## config.mk

```make
export PLATFORM = sky130hd
export DESIGN_NAME = cpu16_alu_bcd_flags
export DESIGN_NICKNAME = d
export VERILOG_FILES = /design/src/design/cabf_pkg.sv /design/src/design/cabf_front.sv /design/src/design/cabf_queue.sv /design/src/design/cabf_back.sv /design/src/design/cpu16_alu_bcd_flags.sv
export SDC_FILE = /design/constraint.sdc
export NUM_CORES = 1
export LEC_CHECK = 0
export ABC_CLOCK_PERIOD_IN_PS = 13650
export BUFFER_PORTS_ARGS = -buffer_cell sky130_fd_sc_hd__buf_2
export CORE_MARGIN = 2
export CORE_UTILIZATION = 60
export DETAILED_ROUTE_END_ITERATION = 10
export HOLD_SLACK_MARGIN = 0.08
export PLACE_DENSITY = 0.75
export SETUP_SLACK_MARGIN = 0.2
export SLEW_MARGIN = 20
export SYNTH_ARGS = -nofsm -noshare
export SYNTH_HDL_FRONTEND = slang
export SYNTH_SLANG_ARGS = --single-unit
```

## constraint.sdc

```tcl
create_clock -name clk -period 13.65 [get_ports clk]
set_clock_uncertainty 0.1 [all_clocks]
set_input_delay 2.0475 -clock clk [delete_from_list [all_inputs] [get_ports clk]]
set_output_delay 2.0475 -clock clk [all_outputs]
set_load 0.02 [all_outputs]
```

## src/design/cabf_pkg.sv

```systemverilog
package cabf_pkg;

	localparam int DATA_W      = 16;
	localparam int MODE_W      = 5;
	localparam int IN_TDATA_W  = 24;
	localparam int OUT_TDATA_W = 72;
	localparam int QUEUE_DEPTH = 2;
	localparam int QPTR_W      = $clog2(QUEUE_DEPTH);
	localparam int QCNT_W      = $clog2(QUEUE_DEPTH + 1);

	// raw operation codes as they arrive on the stream
	localparam logic [MODE_W-1:0] MODE_ADC = 5'd0;
	localparam logic [MODE_W-1:0] MODE_AND = 5'd1;
	localparam logic [MODE_W-1:0] MODE_BIT = 5'd2;
	localparam logic [MODE_W-1:0] MODE_CMP = 5'd3;
	localparam logic [MODE_W-1:0] MODE_CPX = 5'd4;
	localparam logic [MODE_W-1:0] MODE_CPY = 5'd5;
	localparam logic [MODE_W-1:0] MODE_EOR = 5'd6;
	localparam logic [MODE_W-1:0] MODE_LDA = 5'd7;
	localparam logic [MODE_W-1:0] MODE_LDX = 5'd8;
	localparam logic [MODE_W-1:0] MODE_LDY = 5'd9;
	localparam logic [MODE_W-1:0] MODE_ORA = 5'd10;
	localparam logic [MODE_W-1:0] MODE_SBC = 5'd11;
	localparam logic [MODE_W-1:0] MODE_INC = 5'd12;
	localparam logic [MODE_W-1:0] MODE_DEC = 5'd13;
	localparam logic [MODE_W-1:0] MODE_ASL = 5'd14;
	localparam logic [MODE_W-1:0] MODE_LSR = 5'd15;
	localparam logic [MODE_W-1:0] MODE_ROL = 5'd16;
	localparam logic [MODE_W-1:0] MODE_ROR = 5'd17;
	localparam logic [MODE_W-1:0] MODE_TRB = 5'd18;
	localparam logic [MODE_W-1:0] MODE_TSB = 5'd19;

	typedef enum logic [4:0] {
		OP_ADC, OP_AND, OP_BIT, OP_CMP, OP_CPX, OP_CPY, OP_EOR, OP_LDA,
		OP_LDX, OP_LDY, OP_ORA, OP_SBC, OP_INC, OP_DEC, OP_ASL, OP_LSR,
		OP_ROL, OP_ROR, OP_TRB, OP_TSB, OP_NOP
	} op_t;

	// decoded item handed from the front to the back
	typedef struct packed {
		op_t               op;
		logic              rmw;
		logic              wide;
		logic              decimal;
		logic [DATA_W-1:0] operand;
	} item_t;

endpackage

```

## src/design/cabf_front.sv

```systemverilog
module cabf_front (
	input  logic                            clk,
	input  logic                            arst_n,
	input  logic                            in_valid,
	output logic                            in_ready,
	input  logic [cabf_pkg::IN_TDATA_W-1:0] in_data,
	output logic                            out_valid,
	input  logic                            out_ready,
	output cabf_pkg::item_t                 out_item
);
	import cabf_pkg::*;

	logic  valid_s1;
	item_t item_s1;
	item_t dec_item;
	logic  [MODE_W-1:0] mode;

	assign mode = in_data[MODE_W-1:0];

	always_comb begin
		dec_item.wide    = in_data[MODE_W];
		dec_item.decimal = in_data[MODE_W+1];
		dec_item.operand = in_data[MODE_W+2 +: DATA_W];
		dec_item.rmw     = 1'b0;
		case (mode)
			MODE_ADC: dec_item.op = OP_ADC;
			MODE_AND: dec_item.op = OP_AND;
			MODE_BIT: dec_item.op = OP_BIT;
			MODE_CMP: dec_item.op = OP_CMP;
			MODE_CPX: dec_item.op = OP_CPX;
			MODE_CPY: dec_item.op = OP_CPY;
			MODE_EOR: dec_item.op = OP_EOR;
			MODE_LDA: dec_item.op = OP_LDA;
			MODE_LDX: dec_item.op = OP_LDX;
			MODE_LDY: dec_item.op = OP_LDY;
			MODE_ORA: dec_item.op = OP_ORA;
			MODE_SBC: dec_item.op = OP_SBC;
			MODE_INC: dec_item.op = OP_INC;
			MODE_DEC: dec_item.op = OP_DEC;
			MODE_ASL: dec_item.op = OP_ASL;
			MODE_LSR: dec_item.op = OP_LSR;
			MODE_ROL: dec_item.op = OP_ROL;
			MODE_ROR: dec_item.op = OP_ROR;
			MODE_TRB: dec_item.op = OP_TRB;
			MODE_TSB: dec_item.op = OP_TSB;
			default:  dec_item.op = OP_NOP;
		endcase
		// read-modify-write group
		if (mode inside {[MODE_INC:MODE_TSB]}) begin
			dec_item.rmw = 1'b1;
		end
	end

	assign in_ready  = !valid_s1 || out_ready;
	assign out_valid = valid_s1;
	assign out_item  = item_s1;

	always_ff @(posedge clk or negedge arst_n) begin
		if (!arst_n) begin
			valid_s1 <= 1'b0;
		end else if (in_ready) begin
			valid_s1 <= in_valid;
		end
	end

	always_ff @(posedge clk) begin
		if (in_valid && in_ready) begin
			item_s1 <= dec_item;
		end
	end

endmodule

```

## src/design/cabf_queue.sv

```systemverilog
module cabf_queue (
	input  logic            clk,
	input  logic            arst_n,
	input  logic            push_valid,
	output logic            push_ready,
	input  cabf_pkg::item_t push_item,
	output logic            pop_valid,
	input  logic            pop_ready,
	output cabf_pkg::item_t pop_item
);
	import cabf_pkg::*;

	item_t             entry_q [QUEUE_DEPTH];
	logic [QPTR_W-1:0] wr_ptr_q;
	logic [QPTR_W-1:0] rd_ptr_q;
	logic [QCNT_W-1:0] count_q;
	logic              push;
	logic              pop;

	assign push_ready = count_q != QCNT_W'(QUEUE_DEPTH);
	assign pop_valid  = count_q != '0;
	assign pop_item   = entry_q[rd_ptr_q];
	assign push       = push_valid && push_ready;
	assign pop        = pop_valid && pop_ready;

	function automatic logic [QPTR_W-1:0] next_ptr(input logic [QPTR_W-1:0] p);
		if (p == QPTR_W'(QUEUE_DEPTH - 1)) begin
			return '0;
		end
		return p + 1'b1;
	endfunction

	always_ff @(posedge clk or negedge arst_n) begin
		if (!arst_n) begin
			wr_ptr_q <= '0;
			rd_ptr_q <= '0;
			count_q  <= '0;
		end else begin
			if (push) begin
				wr_ptr_q <= next_ptr(wr_ptr_q);
			end
			if (pop) begin
				rd_ptr_q <= next_ptr(rd_ptr_q);
			end
			if (push && !pop) begin
				count_q <= count_q + 1'b1;
			end else if (pop && !push) begin
				count_q <= count_q - 1'b1;
			end
		end
	end

	always_ff @(posedge clk) begin
		if (push) begin
			entry_q[wr_ptr_q] <= push_item;
		end
	end

endmodule

```

## src/design/cabf_back.sv

```systemverilog
module cabf_back (
	input  logic                             clk,
	input  logic                             arst_n,
	input  logic                             in_valid,
	output logic                             in_ready,
	input  cabf_pkg::item_t                  in_item,
	output logic                             out_valid,
	input  logic                             out_ready,
	output logic [cabf_pkg::OUT_TDATA_W-1:0] out_data
);
	import cabf_pkg::*;

	// register file and flags
	logic [DATA_W-1:0] acc_q, x_q, y_q;
	logic              n_q, v_q, z_q, c_q;
	logic              out_valid_q;
	logic [OUT_TDATA_W-1:0] out_data_q;

	logic [DATA_W-1:0] acc_d, x_d, y_d, mod_d;
	logic              n_d, v_d, z_d, c_d;
	logic              exec;

	logic [DATA_W-1:0] msk, a, b, x, y;
	logic [DATA_W-1:0] r, m;
	logic [DATA_W:0]   sum, diff, cmp_diff;
	logic [17:0]       bcd_a;
	logic [17:0]       bcd_s;
	logic              br_in;
	logic [DATA_W-1:0] add_r, sub_r;

	// digit adders, carries after digit 1 and digit 3 on top
	function automatic logic [17:0] bcd_add(input logic [15:0] av, input logic [15:0] bv,
	                                        input logic cin);
		logic       c;
		logic [4:0] n;
		logic [15:0] rr;
		logic [1:0] cs;
		c  = cin;
		rr = '0;
		cs = '0;
		for (int i = 0; i < 4; i++) begin
			n = {1'b0, av[4*i +: 4]} + {1'b0, bv[4*i +: 4]} + {4'b0, c};
			if (n > 5'd9) begin
				n = n - 5'd10;
				c = 1'b1;
			end else begin
				c = 1'b0;
			end
			rr[4*i +: 4] = n[3:0];
			if (i == 1) cs[0] = c;
			if (i == 3) cs[1] = c;
		end
		return {cs, rr};
	endfunction

	// digit subtract: a corrected digit is ored in at full byte width
	function automatic logic [17:0] bcd_sub(input logic [15:0] av, input logic [15:0] bv,
	                                        input logic bin);
		logic       brw;
		logic [7:0] n;
		logic [19:0] rr;
		logic [1:0] bs;
		brw = bin;
		rr  = '0;
		bs  = '0;
		for (int i = 0; i < 4; i++) begin
			n = {4'b0, av[4*i +: 4]} - {4'b0, bv[4*i +: 4]} - {7'b0, brw};
			if (n > 8'd9) begin
				n   = n + 8'd10;
				brw = 1'b1;
			end else begin
				brw = 1'b0;
			end
			rr = rr | ({12'b0, n} << (4*i));
			if (i == 1) bs[0] = brw;
			if (i == 3) bs[1] = brw;
		end
		return {bs, rr[15:0]};
	endfunction

	function automatic logic top_bit(input logic [15:0] val, input logic wd);
		return wd ? val[15] : val[7];
	endfunction

	assign exec     = in_valid && in_ready;
	assign in_ready = !out_valid_q || out_ready;

	always_comb begin
		msk   = in_item.wide ? 16'hffff : 16'h00ff;
		b     = in_item.operand & msk;
		a     = acc_q & msk;
		x     = x_q & msk;
		y     = y_q & msk;
		br_in = !c_q;

		sum   = {1'b0, a} + {1'b0, b} + {16'b0, c_q};
		diff  = {1'b0, a} - {1'b0, b} - {16'b0, br_in};
		bcd_a = bcd_add(a, b, c_q);
		bcd_s = bcd_sub(a, b, br_in);
		add_r = in_item.decimal ? bcd_a[15:0] : sum[DATA_W-1:0];
		sub_r = (in_item.decimal ? bcd_s[15:0] : diff[DATA_W-1:0]) & msk;

		cmp_diff = '0;
		r        = '0;
		m        = b;

		acc_d = acc_q;
		x_d   = x_q;
		y_d   = y_q;
		n_d   = n_q;
		v_d   = v_q;
		z_d   = z_q;
		c_d   = c_q;

		case (in_item.op)
			OP_ADC: begin
				r = add_r;
				if (in_item.decimal) begin
					c_d = in_item.wide ? bcd_a[17] : bcd_a[16];
				end else begin
					c_d = in_item.wide ? sum[16] : sum[8];
				end
				v_d = top_bit(~(a ^ b) & (a ^ r), in_item.wide);
			end
			OP_SBC: begin
				r = sub_r;
				if (in_item.decimal) begin
					c_d = !(in_item.wide ? bcd_s[17] : bcd_s[16]);
				end else begin
					c_d = !diff[DATA_W];
				end
				v_d = top_bit((a ^ b) & (a ^ r), in_item.wide);
			end
			OP_AND: r = a & b;
			OP_EOR: r = a ^ b;
			OP_ORA: r = a | b;
			OP_LDA, OP_LDX, OP_LDY: r = b;
			OP_CMP, OP_CPX, OP_CPY: begin
				case (in_item.op)
					OP_CPX:  cmp_diff = {1'b0, x} - {1'b0, b};
					OP_CPY:  cmp_diff = {1'b0, y} - {1'b0, b};
					default: cmp_diff = {1'b0, a} - {1'b0, b};
				endcase
				r   = cmp_diff[DATA_W-1:0];
				c_d = !cmp_diff[DATA_W];
			end
			OP_INC: m = b + 1'b1;
			OP_DEC: m = b - 1'b1;
			OP_ASL: begin
				m   = b << 1;
				c_d = top_bit(b, in_item.wide);
			end
			OP_LSR: begin
				m   = b >> 1;
				c_d = b[0];
			end
			OP_ROL: begin
				m   = (b << 1) | {15'b0, c_q};
				c_d = top_bit(b, in_item.wide);
			end
			OP_ROR: begin
				m = b >> 1;
				if (in_item.wide) begin
					m[15] = c_q;
				end else begin
					m[7] = c_q;
				end
				c_d = b[0];
			end
			OP_TRB: m = b & ~a;
			OP_TSB: m = b | a;
			default: ;
		endcase
		m = m & msk;
		r = r & msk;

		// flag n and z (only z for TRB and TSB), and v for BIT
		case (in_item.op)
			OP_ADC, OP_SBC, OP_AND, OP_EOR, OP_ORA, OP_LDA, OP_LDX, OP_LDY,
			OP_CMP, OP_CPX, OP_CPY: begin
				n_d = top_bit(r, in_item.wide);
				z_d = r == '0;
			end
			OP_INC, OP_DEC, OP_ASL, OP_LSR, OP_ROL, OP_ROR: begin
				n_d = top_bit(m, in_item.wide);
				z_d = m == '0;
			end
			OP_BIT: begin
				n_d = top_bit(b, in_item.wide);
				v_d = in_item.wide ? b[14] : b[6];
				z_d = (a & b) == '0;
			end
			OP_TRB, OP_TSB: z_d = (a & b) == '0;
			default: ;
		endcase

		// register write-back, high byte kept when narrow
		case (in_item.op)
			OP_ADC, OP_SBC, OP_AND, OP_EOR, OP_ORA, OP_LDA: acc_d = (acc_q & ~msk) | r;
			OP_LDX: x_d = (x_q & ~msk) | r;
			OP_LDY: y_d = (y_q & ~msk) | r;
			default: ;
		endcase

		mod_d = in_item.rmw ? ((in_item.operand & ~msk) | m) : in_item.operand;
	end

	assign out_valid = out_valid_q;
	assign out_data  = out_data_q;

	always_ff @(posedge clk or negedge arst_n) begin
		if (!arst_n) begin
			acc_q       <= '0;
			x_q         <= '0;
			y_q         <= '0;
			n_q         <= 1'b0;
			v_q         <= 1'b0;
			z_q         <= 1'b0;
			c_q         <= 1'b0;
			out_valid_q <= 1'b0;
		end else begin
			if (in_ready) begin
				out_valid_q <= in_valid;
			end
			if (exec) begin
				acc_q <= acc_d;
				x_q   <= x_d;
				y_q   <= y_d;
				n_q   <= n_d;
				v_q   <= v_d;
				z_q   <= z_d;
				c_q   <= c_d;
			end
		end
	end

	always_ff @(posedge clk) begin
		if (exec) begin
			out_data_q <= {4'b0, c_d, z_d, v_d, n_d, y_d, x_d, acc_d, mod_d};
		end
	end

endmodule

```

## src/design/cpu16_alu_bcd_flags.sv

```systemverilog
// an accepted item passes the decode register, then the queue, then the result register
// throughput: one item per cycle while the result stream is not stalled; the accumulator,
// index and flag registers are read and written by the execute unit in the same cycle, so
// back-to-back items chain with no bubble
// reset: arst_n low clears a, x, y, all flags and every valid bit at once; the block
// takes items in the first cycle after reset is released
module cpu16_alu_bcd_flags (
	input  logic                             clk,
	input  logic                             arst_n,
	// input stream
	input  logic                             s_axis_tvalid,
	output logic                             s_axis_tready,
	// mode[4:0], wide[5], decimal[6], operand[22:7], zero pad[23]
	input  logic [cabf_pkg::IN_TDATA_W-1:0]  s_axis_tdata,
	// result stream
	output logic                             m_axis_tvalid,
	input  logic                             m_axis_tready,
	// modified_value[15:0], accumulator[31:16], index_x[47:32], index_y[63:48],
	// flag_negative[64], flag_overflow[65], flag_zero[66], flag_carry[67], zero pad[71:68]
	output logic [cabf_pkg::OUT_TDATA_W-1:0] m_axis_tdata
);
	import cabf_pkg::*;

	// front to queue
	logic  dec_valid;
	logic  dec_ready;
	item_t dec_item;

	// queue to back
	logic  q_valid;
	logic  q_ready;
	item_t q_item;

	// front: registers the item and maps the raw code onto an operation class
	cabf_front u_front (
		.clk       (clk),
		.arst_n    (arst_n),
		.in_valid  (s_axis_tvalid),
		.in_ready  (s_axis_tready),
		.in_data   (s_axis_tdata),
		.out_valid (dec_valid),
		.out_ready (dec_ready),
		.out_item  (dec_item)
	);

	// short queue so a stall at the result side does not stop decode at once
	cabf_queue u_queue (
		.clk        (clk),
		.arst_n     (arst_n),
		.push_valid (dec_valid),
		.push_ready (dec_ready),
		.push_item  (dec_item),
		.pop_valid  (q_valid),
		.pop_ready  (q_ready),
		.pop_item   (q_item)
	);

	// back: owns a, x, y and the flags, executes one item per cycle into the
	// result register while the result stream is not stalled
	cabf_back u_back (
		.clk       (clk),
		.arst_n    (arst_n),
		.in_valid  (q_valid),
		.in_ready  (q_ready),
		.in_item   (q_item),
		.out_valid (m_axis_tvalid),
		.out_ready (m_axis_tready),
		.out_data  (m_axis_tdata)
	);

endmodule
```

# ---- Word-level counts from Yosys, hierarchy flattened
# Memories as Yosys holds them, arrays and structs flattened. A register that Yosys moved wholly into a read port is not among the register bits.
# Index checks and enable logic that the tools add are counted.
dict set report totals {
  ff_bits 145
  ram_bits 48
  rom_bits 160
  in_bits 28
  out_inout_bits 74
  elab_cells 203
  n_memories 2
}
dict set report classes {
  add_sub_neg 36
  magnitude_cmp 10
  n_eq_ne 20
  muxes 58
  bitwise 30
  reduce_logical 30
}
# memory depth width rd rd_ports_with_merged_regs wr line_no
set memory_table {}
lappend memory_table {{(no name shown)} 32 5 1 1 0 cabf_front.sv:25} ;# case (mode)
lappend memory_table {u_queue.entry_q 2 24 1 0 1 cabf_queue.sv:13} ;# item_t entry_q [QUEUE_DEPTH];
# op count
set ops {}
lappend ops {{16-bit AND} 15}
lappend ops {{16-bit case mux with 8 select lines} 1}
lappend ops {{16-bit two-way mux} 7}
lappend ops {{16-bit bitwise OR} 7}
lappend ops {{16-bit case mux with 7 select lines} 1}
lappend ops {{16-bit by 16-bit subtractor with 17-bit output} 3}
lappend ops {{16-bit zero test} 3}
lappend ops {{16-bit inverter} 3}
lappend ops {{16-bit bitwise XOR} 3}
lappend ops {{5-bit by 4-bit equality test with 1-bit output, second input constant} 8}
lappend ops {{17-bit case mux with 2 select lines} 1}
lappend ops {{1-bit two-way mux} 33}
lappend ops {{8-bit by 4-bit > comparator with 1-bit output, second input constant} 4}
lappend ops {{8-bit by 1-bit subtractor with 8-bit output} 4}
lappend ops {{8-bit by 4-bit adder with 8-bit output, second input constant} 3}
lappend ops {{8-bit two-way mux} 3}
lappend ops {{4-bit by 4-bit adder with 5-bit output} 4}
lappend ops {{5-bit by 1-bit adder with 5-bit output} 4}
lappend ops {{5-bit by 3-bit equality test with 1-bit output, second input constant} 4}
lappend ops {{5-bit equality test, second input constant} 4}
lappend ops {{5-bit by 4-bit > comparator with 1-bit output, second input constant} 4}
lappend ops {{4-bit two-way mux} 5}
lappend ops {{4-bit by 4-bit subtractor with 5-bit output} 4}
lappend ops {{16-bit by 16-bit adder with 17-bit output} 1}
lappend ops {{other kinds (30)} 55}

# ---- Depth between registers and ports, before layout
# Gate-level depths: netlist (run 1).
# An unclocked memory read counts as a cell.
dict set report logic_depth {
  word_depth 24
  depth_mapped 46
  mapped_depth_nobuf 42
}

# ---- Hierarchy
# Synthesis (run 1) repeated with hierarchy kept, for this count alone.
dict set report hier_totals {
  cells_unflattened 1849
  area_unflattened_um2 16694.8
}
# module instances cells_each area_each_um2 seq_area_each_um2
set modules_own_cells {}
lappend modules_own_cells {cabf_back 1 1720 13847.0 3368.2}
lappend modules_own_cells {cabf_queue 1 93 2030.7 1541.5}
lappend modules_own_cells {cabf_front 1 36 817.0 745.7}

# ---- Worst setup path after synthesis (run 1)
# Ideal clock, no wire load.
dict set report synth_path {
  path_kind {register to register}
  from {reg u_queue.rd_ptr_q}
  to {reg u_back.out_data_q[64] (netlist: u_back.out_data[64]), data pin}
  setup_ns 0.266
  arrival_ns 9.696
  t_required_ns 13.284
  setup_slack_ns 3.588
  stages_incl_launch_ff 44
  path_buffers 5
  period_less_slack_ns 10.062
  path_cell_list {dfrtp_1 buf_2 buf_6 buf_6 buf_6 buf_6 mux2i_1 inv_1 fa_1 xor2_1 ha_1 nand2b_1 a22oi_1 a21oi_1 fa_1 inv_1 fa_1 inv_1 (+8 left out) nand2_1 a32o_1 o2bb2ai_1 fa_1 inv_1 fa_1 xor2_1 inv_1 ha_1 o2bb2ai_1 a31o_2 a311oi_1 o2111ai_1 a211oi_1 o2111ai_1 a211oi_4 a22oi_2 or3b_1}
}
dict set report synth_between {
  elab_chain_cells 22
  elab_cells_between_ends 104
  cone_classes {30 x add/sub; 8 x order compare; 19 x eq/ne; 25 x mux; 16 x bitwise; 5 x reduce/logical; 1 x memory}
}
# element line_no
set synth_rtl {}
lappend synth_rtl {{from (decl)} cabf_queue.sv:15} ;# logic [QPTR_W-1:0] rd_ptr_q;
lappend synth_rtl {{from (signal assigned)} cabf_queue.sv:43} ;# rd_ptr_q <= next_ptr(rd_ptr_q);
lappend synth_rtl {{memory read 2 x 24 bit *} n/a}
lappend synth_rtl {{16-bit AND} cabf_back.sv:90} ;# b = in_item.operand & msk;
lappend synth_rtl {{4-bit by 4-bit subtractor with 5-bit output} cabf_back.sv:67} ;# n = {4'b0, av[4*i +: 4]} - {4'b0, bv[4*i +: 4]} - {7'b0, brw};
lappend synth_rtl {{8-bit by 1-bit subtractor with 8-bit output} cabf_back.sv:67}
lappend synth_rtl {{8-bit by 4-bit > comparator with 1-bit output} cabf_back.sv:68} ;# if (n > 8'd9) begin
lappend synth_rtl {{1-bit two-way mux} cabf_back.sv:68}
lappend synth_rtl {{8-bit by 1-bit subtractor with 8-bit output} cabf_back.sv:67}
lappend synth_rtl {{8-bit by 4-bit > comparator with 1-bit output} cabf_back.sv:68}
lappend synth_rtl {{(+7 left out)} n/a}
lappend synth_rtl {{16-bit bitwise OR} cabf_back.sv:74} ;# rr = rr | ({12'b0, n} << (4*i));
lappend synth_rtl {{16-bit two-way mux} cabf_back.sv:101} ;# sub_r = (in_item.decimal ? bcd_s[15:0] : diff[DATA_W-1:0]) & msk;
lappend synth_rtl {{16-bit AND} cabf_back.sv:101}
lappend synth_rtl {{16-bit case mux with 7 select lines} cabf_back.sv:115} ;# case (in_item.op)
lappend synth_rtl {{16-bit AND} cabf_back.sv:175} ;# r = r & msk;
lappend synth_rtl {{1-bit two-way mux} cabf_back.sv:82} ;# return wd ? val[15] : val[7];
lappend synth_rtl {{1-bit case mux with 3 select lines *} cabf_back.sv:178} ;# case (in_item.op)
lappend synth_rtl {{via u_back.n_d} cabf_back.sv:20} ;# logic n_d, v_d, z_d, c_d;
lappend synth_rtl {{to (signal assigned)} cabf_back.sv:239} ;# out_data_q <= {4'b0, c_d, z_d, v_d, n_d, y_d, x_d, acc_d, mod_d};
lappend synth_rtl {{to (decl)} cabf_back.sv:17} ;# logic [OUT_TDATA_W-1:0] out_data_q;
# The timed path passes the listed nets; every way through them passes the cells marked *. The select of a mux whose other input is x is not followed.
# A chain may end at the register's enable or synchronous reset.

# ---- Final worst setup path (run 1)
# Same ends and word-level chain as after synthesis.

==> results.json, run 1 <==
{
  "reg2reg_depth": 38,
  "yosys_warnings": 0,
  "endpoint_kind": "flop",
  "clock_latency_ps": 460,
  "avgRoutedWirePerCell_microns": 23.75,
  "die_h_microns": 172.2,
  "clk_pin_slew_ps": 90,
  "synth.distinct_cells": 123,
  "finalMaxSlewViolations": 0,
  "min_period_over_period_pct": 80.93,
  "rows": 61,
  "ys_async_sr_fraction_pct": 29.29,
  "grt_pass1_wl_microns": 83120,
  "die_x_microns": 172.2,
  "cts_resized": 0,
  "crit_start": "u_queue.rd_ptr_q",
  "drive_above_1_share_pct": 13.94,
  "numPortBuffers": 96,
  "n_antenna_cell": 0,
  "rsz0062_at_grt": "false",
  "synthesis.instances": 1893,
  "max_stage_delay_ps": 750,
  "r2r_start": "u_queue.rd_ptr_q",
  "synth_ff_type": "edfxtp_1",
  "period_needed_ps": 11050,
  "critical_path.endpoint": "u_back.out_data[64]",
  "clockRootBuffer": "clkbuf_16",
  "fmax_mhz": 90.52,
  "ys_seq_area_share_pct": 33.31,
  "post_cts_buffers": 0,
  "r2r_end": "u_back.out_data[64]",
  "synth_edf_count": 140,
  "status": "complete, no violations",
  "cts_max_level": 4,
  "drc": 0,
  "initial_core_util_pct": 60.95,
  "wirelength_microns": 55470,
  "area_growth_pct": 7.885,
  "fin_nets": 2107,
  "slowest_stage": "dfrtp_2",
  "overflow": 0,
  "post-place-cells": 2303,
  "final.setup.tns_ps": 0,
  "vias_per_cell": 6.751,
  "drtAntennaViolNets": 0,
  "num-fill-cells": 2294,
  "coreArea_sq_um": 27860,
  "r2r_setup_slack_ps": 2600,
  "slew_headroom_pct": 19.06,
  "grt_pass1_vias": 14440,
  "cts_hold_buf": 0,
  "critPathLaunchType": "flop",
  "drtIter0Drc": 1618,
  "cts_tree": "built",
  "worstMarginPinSlew_ps": 1214,
  "cpMostUsedCell": "fa_1",
  "boundaryPins": 102,
  "clk_path_buf_depth": 2,
  "crit_fanout": 21,
  "fp.dieArea_sq_um": 29660,
  "hpwlAfterDp_microns": 41630,
  "hold_viol": 0,
  "avgSynthCellArea_sq_um": 8.969,
  "vias": 15770,
  "finalSetupViolations": 0,
  "synth-seq-cells": 198,
  "antenna_found_initial": 1,
  "numCtsBuffers": 17,
  "grt_usage_pct": 37.19,
  "final_common_cell": "nand2_1",
  "hold_class": "flop to flop",
  "syn-cell-area_sq_um": 16980,
  "place_congestion": 1.015,
  "crit_type": "flop to flop",
  "final_cell_mix": "nand2_1 (241), nor2_1 (159), edfxtp_1 (140), a21oi_1 (134), ha_1 (120)",
  "grt_max_degree": 94,
  "critical_path_required_ps": 13760,
  "maxCapViolCount": 0,
  "dr.pass1.iters": 8,
  "crit_arrival_ps": 11160,
  "final_cells": 2336,
  "clock_sinks": 198
}
-- critical path, delay by kind of cell (launching register included) --
kind | cells | cell delay [ps]
and+or+nand+nor | 2 | 440
adders and majority gates | 12 | 4050
xor gates and xnor gates | 3 | 950
muxes | 1 | 570
AOI/OAI and AO/OA | 14 | 3440
buffers and inverters | 6 | 470
DFF | 1 | 750
-- cells by family (layout without fill, tap and decap cells) --
| logic type | after synthesis | in the layout | synth area share [%] |
|---|---|---|---|
| buffers and inverters | 182 | 244 | 4.967 |
| muxes | 72 | 72 | 4.532 |
| AOI/OAI and AO/OA | 566 | 566 | 23.39 |
| DFF | 198 | 198 | 33.31 |
| xor gates and xnor gates | 78 | 78 | 4.318 |
| adders and majority gates | 135 | 135 | 10.55 |
| other | 1 | 4 | 0.02209 |
| and+or+nand+nor | 661 | 661 | 18.91 |
-- per-layer routing --
layer / track usage (%) / vias up / share of wire (%)
met5: 0 / - / 0.014
met4: 20.13 / 2 / 5.7
met3: 6.157 / 190 / 8.7
met2: 58.34 / 908 / 45
met1: 49.37 / 7549 / 40
li1: - / 7122 / -
-- area by class of cell --
| cell class | instances | area [sq um] | share of cell area [%] |
|---|---|---|---|
| multi-input cells | 1516 | 10530 | 57.49 |
| clock buffers | 18 | 439.2 | 2.398 |
| well taps | 378 | 473.0 | 2.582 |
| repair buffers | 126 | 713.2 | 3.893 |
| inverters | 86 | 325.3 | 1.776 |
| clock inverters | 14 | 180.2 | 0.9836 |
| flip-flops and latches | 198 | 5657 | 30.88 |
-- cell usage after synthesis (7+ instances only) --
master	instances	share of area, %
o21ai_1	8	0.24
mux2_2	33	2.2
a22oi_1	19	0.84
inv_1	84	1.9
o2111ai_1	12	0.62
nor2_1	162	3.6
o221ai_1	18	0.93
o211ai_1	23	1.0
nor4_1	10	0.37
buf_6	7	0.46
dfrtp_1	58	8.5
nor2b_1	25	0.92
a2bb2oi_1	7	0.36
fa_1	14	1.7
o21bai_1	12	0.53
o21ai_0	93	2.7
a221oi_1	20	1.0
buf_1	9	0.20
or2_2	18	0.66
a31oi_1	21	0.77
a211oi_1	29	1.3
edfxtp_1	140	25
nand2_1	241	5.3
a211o_1	7	0.36
and2_1	12	0.44
nor4b_1	7	0.36
buf_2	19	0.56
and3_1	11	0.41
xor2_1	24	1.2
nand3_1	34	1.0
a21o_1	18	0.80
o22ai_1	16	0.59
nand4_1	13	0.48
xnor2_1	49	2.5
nand3b_1	8	0.35
mux2i_1	37	2.2
clkbuf_1	48	1.1
a21oi_1	135	4.0
o31ai_1	12	0.53
o21a_1	17	0.75
nor3_1	36	1.1
nand2b_1	24	0.88
ha_1	120	8.8
or3_1	12	0.44
-- worst min-delay path by stage --
stage / startpoint / endpoint / slack, ps / depth (start not counted)
finish: u_front.out_item[3] / u_queue.entry_q[1][3] / 350 / 0
global route: u_front.out_item[6] / u_queue.entry_q[1][6] / 360 / 0
CTS: u_front.out_item[14] / u_queue.entry_q[0][14] / 350 / 0
detailed placement: u_front.out_item[14] / u_queue.entry_q[1][14] / 330 / 0
global placement: u_front.out_item[19] / u_queue.entry_q[1][19] / 320 / 0
floorplan: u_front.out_item[0] / u_queue.entry_q[0][0] / 320 / 0
-- state kept, by name, summed over array words and instances (netlist names) --
register           count
u_queue.rd_ptr_q       1
u_back.out_data       68
u_back.acc_q          16
u_back.v_q             1
u_back.y_q            16
u_front.out_item      24
u_back.x_q            16
u_front.out_valid      1
u_back.c_q             1
u_back.z_q             1
u_queue.entry_q       48
u_queue.count_q        2
u_back.out_valid       1
u_queue.wr_ptr_q       1
u_back.n_q             1
-- through the flow --
| step | worst slack (ps) | utilization (%) | cell area [sq um] | hold slack [ps] |
|---|---|---|---|---|
| floorplan | 3588 | - | 16990 | 321.5 |
| global placement | 3018 | 63.45 | 17680 | 322.0 |
| detailed placement | 2768 | 63.45 | 17680 | 329.8 |
| CTS | 2727 | 65.68 | 18300 | 345.8 |
| global route | 2109 | 65.75 | 18320 | 357.3 |
| finish | 2603 | 65.75 | 18320 | 347.0 |
Power of run 1 is left out: the tool's default activity adds up to more than one toggle a clock period on the data nets, which glitch-free logic cannot reach.
==> run 2: changes to the inputs <==
--- a/config.mk
+++ b/config.mk
@@ -5,10 +5,11 @@
 export SDC_FILE = /design/constraint.sdc
 export NUM_CORES = 1
 export LEC_CHECK = 0
-export ABC_CLOCK_PERIOD_IN_PS = 13650
+export ABC_AREA = 1
+export ABC_CLOCK_PERIOD_IN_PS = 9650
 export BUFFER_PORTS_ARGS = -buffer_cell sky130_fd_sc_hd__buf_2
 export CORE_MARGIN = 2
-export CORE_UTILIZATION = 60
+export CORE_UTILIZATION = 57
 export DETAILED_ROUTE_END_ITERATION = 10
 export HOLD_SLACK_MARGIN = 0.08
 export PLACE_DENSITY = 0.75
==> constraint.sdc (replaced) <==
create_clock -name clk -period 9.65 [get_ports clk]
set_clock_uncertainty 0.1 [all_clocks]
set_input_delay 1.4475 -clock clk [delete_from_list [all_inputs] [get_ports clk]]
set_output_delay 1.4475 -clock clk [all_outputs]
set_load 0.02 [all_outputs]
==> run 2 against run 1 <==
Largest cell class unchanged. Non-clock buffer count increased by 3. Critical endpoint is now u_back.out_data[66]. Critical path depth increased by 16. Global-route usage increased by 2.0 points.
==> results.json, run 2 <==
{
  "area_growth_pct": 9.429,
  "r2r_end": "u_back.out_data[66]",
  "crit_fanout": 5,
  "hpwlAfterDp_microns": 45860,
  "avgRoutedWirePerCell_microns": 21.84,
  "clock_latency_ps": 460,
  "synthesis.instances": 2242,
  "fmax_mhz": 114.0,
  "drive_above_1_share_pct": 11.05,
  "crit_arrival_ps": 8870,
  "wirelength_microns": 59570,
  "maxCapViolCount": 0,
  "numPortBuffers": 96,
  "seq_area_sq_um": 5655,
  "slowest_stage": "fa_1",
  "synth.distinct_cells": 66,
  "r2r_setup_slack_ps": 880,
  "max_stage_delay_ps": 450,
  "endpoint_kind": "flop",
  "clockRootBuffer": "clkbuf_16",
  "ys_async_sr_fraction_pct": 29.29,
  "finalSetupViolations": 0,
  "num-fill-cells": 2585,
  "fin_nets": 2492,
  "yosys_warnings": 0,
  "ys_seq_area_share_pct": 34.48,
  "synth-seq-cells": 198,
  "vias": 16540,
  "cts_tree": "built",
  "finalMaxSlewViolations": 0,
  "min_period_over_period_pct": 90.93,
  "die_h_microns": 173.6,
  "post-synth-top-count-cell": "nand2_1",
  "final_common_cell": "nand2_1",
  "hold-path-endpoint": "u_queue.entry_q[0][6]",
  "met2_usage_pct": 59.98,
  "r2r_start": "u_queue.rd_ptr_q",
  "overflow": 0,
  "rsz0062_at_grt": "false",
  "drtIter0Drc": 1936,
  "ys_top_cells_by_area": "edfxtp_1 (26%), nand2_1 (13%), ha_1 (9.2%)",
  "cts_max_level": 4,
  "syn-cell-area_sq_um": 16400,
  "grt_pass1_wl_microns": 89480,
  "coreArea_sq_um": 28550,
  "hold_viol": 0,
  "multi_input_area_sq_um": 9350,
  "initial_core_util_pct": 57.46,
  "avgSynthCellArea_sq_um": 7.316,
  "die_x_microns": 173.6,
  "critPathLaunchType": "flop",
  "slew_headroom_pct": 34.22,
  "dr.pass1.iters": 6,
  "final.setup.tns_ps": 0,
  "status": "complete, no violations",
  "drtAntennaViolNets": 0,
  "boundaryPins": 102,
  "worstMarginPinSlew_ps": 983.0,
  "synth_edf_count": 140,
  "clk_path_buf_depth": 2,
  "synth_top_cell_by_area": "edfxtp_1",
  "cts_hold_buf": 0,
  "gr-usage-met1_pct": 53.36,
  "rows": 62,
  "yosys-top-cells-count": "nand2_1 (586), inv_1 (280), o21ai_0 (199), nor2_1 (195), nand3_1 (165)",
  "fp.dieArea_sq_um": 30150,
  "largest_reg_flops": 68,
  "use_met3_pct": 7.083,
  "grt_max_degree": 71,
  "vias_per_cell": 6.064,
  "grt_pass1_vias": 15600,
  "crit_type": "flop to flop",
  "clk_pin_slew_ps": 80,
  "numCtsBuffers": 17,
  "min_from": "u_front.out_item[6]",
  "top_usage_layer": "met2",
  "clock_sinks": 198,
  "period_needed_ps": 8775,
  "drc": 0,
  "antenna_found_initial": 0,
  "synth_top_area_share_pct": 25.63,
  "n_antenna_cell": 0,
  "place_congestion": 1.074,
  "reg2reg_depth": 54,
  "grt_usage_pct": 39.21,
  "hold_class": "flop to flop",
  "critical_path_required_ps": 9750,
  "synth_ff_type": "edfxtp_1",
  "final_cell_mix": "nand2_1 (584), inv_1 (278), o21ai_0 (199), nor2_1 (193), nand3_1 (164)",
  "hold_depth": 0
}
## run 2: changes by cell type after synthesis, moves of 30 or more
cell / change
mux2i_1: -30
nor2_1: +33
nand3_1: +131
nand2_1: +345
xnor2_1: -38
o21ai_0: +106
mux2_2: -33
inv_1: +196
## run 2: repair_timing
item,4_1_cts,5_1_grt
gates resized for setup,0,13
endpoints found under the hold margin,0,0
buffers inserted,0,2
endpoints found under the setup margin,0,26
## run 2: cells by family (layout without fill, tap and decap cells)
family / after synthesis / count (layout) / share of synthesized area, %
simple gates: 1065 / 1065 / 27.95
buf+inv: 360 / 458 / 8.971
fa+ha+maj: 134 / 134 / 10.86
mux: 7 / 7 / 0.4272
flops: 198 / 198 / 34.48
other cells: 1 / 4 / 0.02286
compound gates: 440 / 440 / 15.22
xor+xnor: 37 / 37 / 2.067
## run 2: cell type report
cell class	instances	share of cell area, %
repair buffers	129	4.078
multi-input cells	1687	52.09
clock inverters	15	1.060
flip-flops and latches	198	31.51
well taps	384	2.677
inverters	297	6.211
clock buffers	17	2.370
## run 2: per-stage QoR
| step | setup WS [ps] | std cells | instance area (sq um) | hold WS (ps) | util [%] |
|---|---|---|---|---|---|
| 6_report | 875.1 | 2727 | 17950 | 346.0 | 62.87 |
| 5_1_grt | 153.9 | 2727 | 17950 | 356.7 | 62.87 |
| 4_1_cts | 554.1 | 2725 | 17880 | 350.9 | 62.64 |
| 3_5_place_dp | 631.2 | 2693 | 17270 | 331.3 | 60.48 |
| 3_3_place_gp | 880.4 | 2693 | 17270 | 322.5 | 60.48 |
| 2_1_floorplan | 976.7 | 2245 | 16410 | 321.5 | - |
## run 2: how the worst max path moves through the flow
stage                           from             endpoint  slack, ps  cells after the start
global route        u_queue.rd_ptr_q           u_back.z_q        150                     57
CTS                 u_queue.rd_ptr_q  u_back.out_data[45]        550                     55
detailed placement  u_queue.rd_ptr_q  u_back.out_data[61]        630                     55
finish              u_queue.rd_ptr_q  u_back.out_data[66]        880                     54
global placement    u_queue.rd_ptr_q  u_back.out_data[66]        880                     55
floorplan           u_queue.rd_ptr_q           u_back.z_q        980                     55
## run 2: worst max-delay path, delay by kind of cell, from the launching register on
family	cells	cell delay (ps)
AOI/OAI and AO/OA	7	700
buffers and inverters	12	1030
and+or+nand+nor	20	1800
xor gates and xnor gates	3	640
DFF	1	430
adders and majority gates	12	3780
## run 2: metal layers
layer,share of wire [%],vias up
li1,-,7632
met1,41,7699
met2,43,1010
met3,10,195
met4,6.0,0
met5,0,-
Power of run 2 is left out for the same reason.
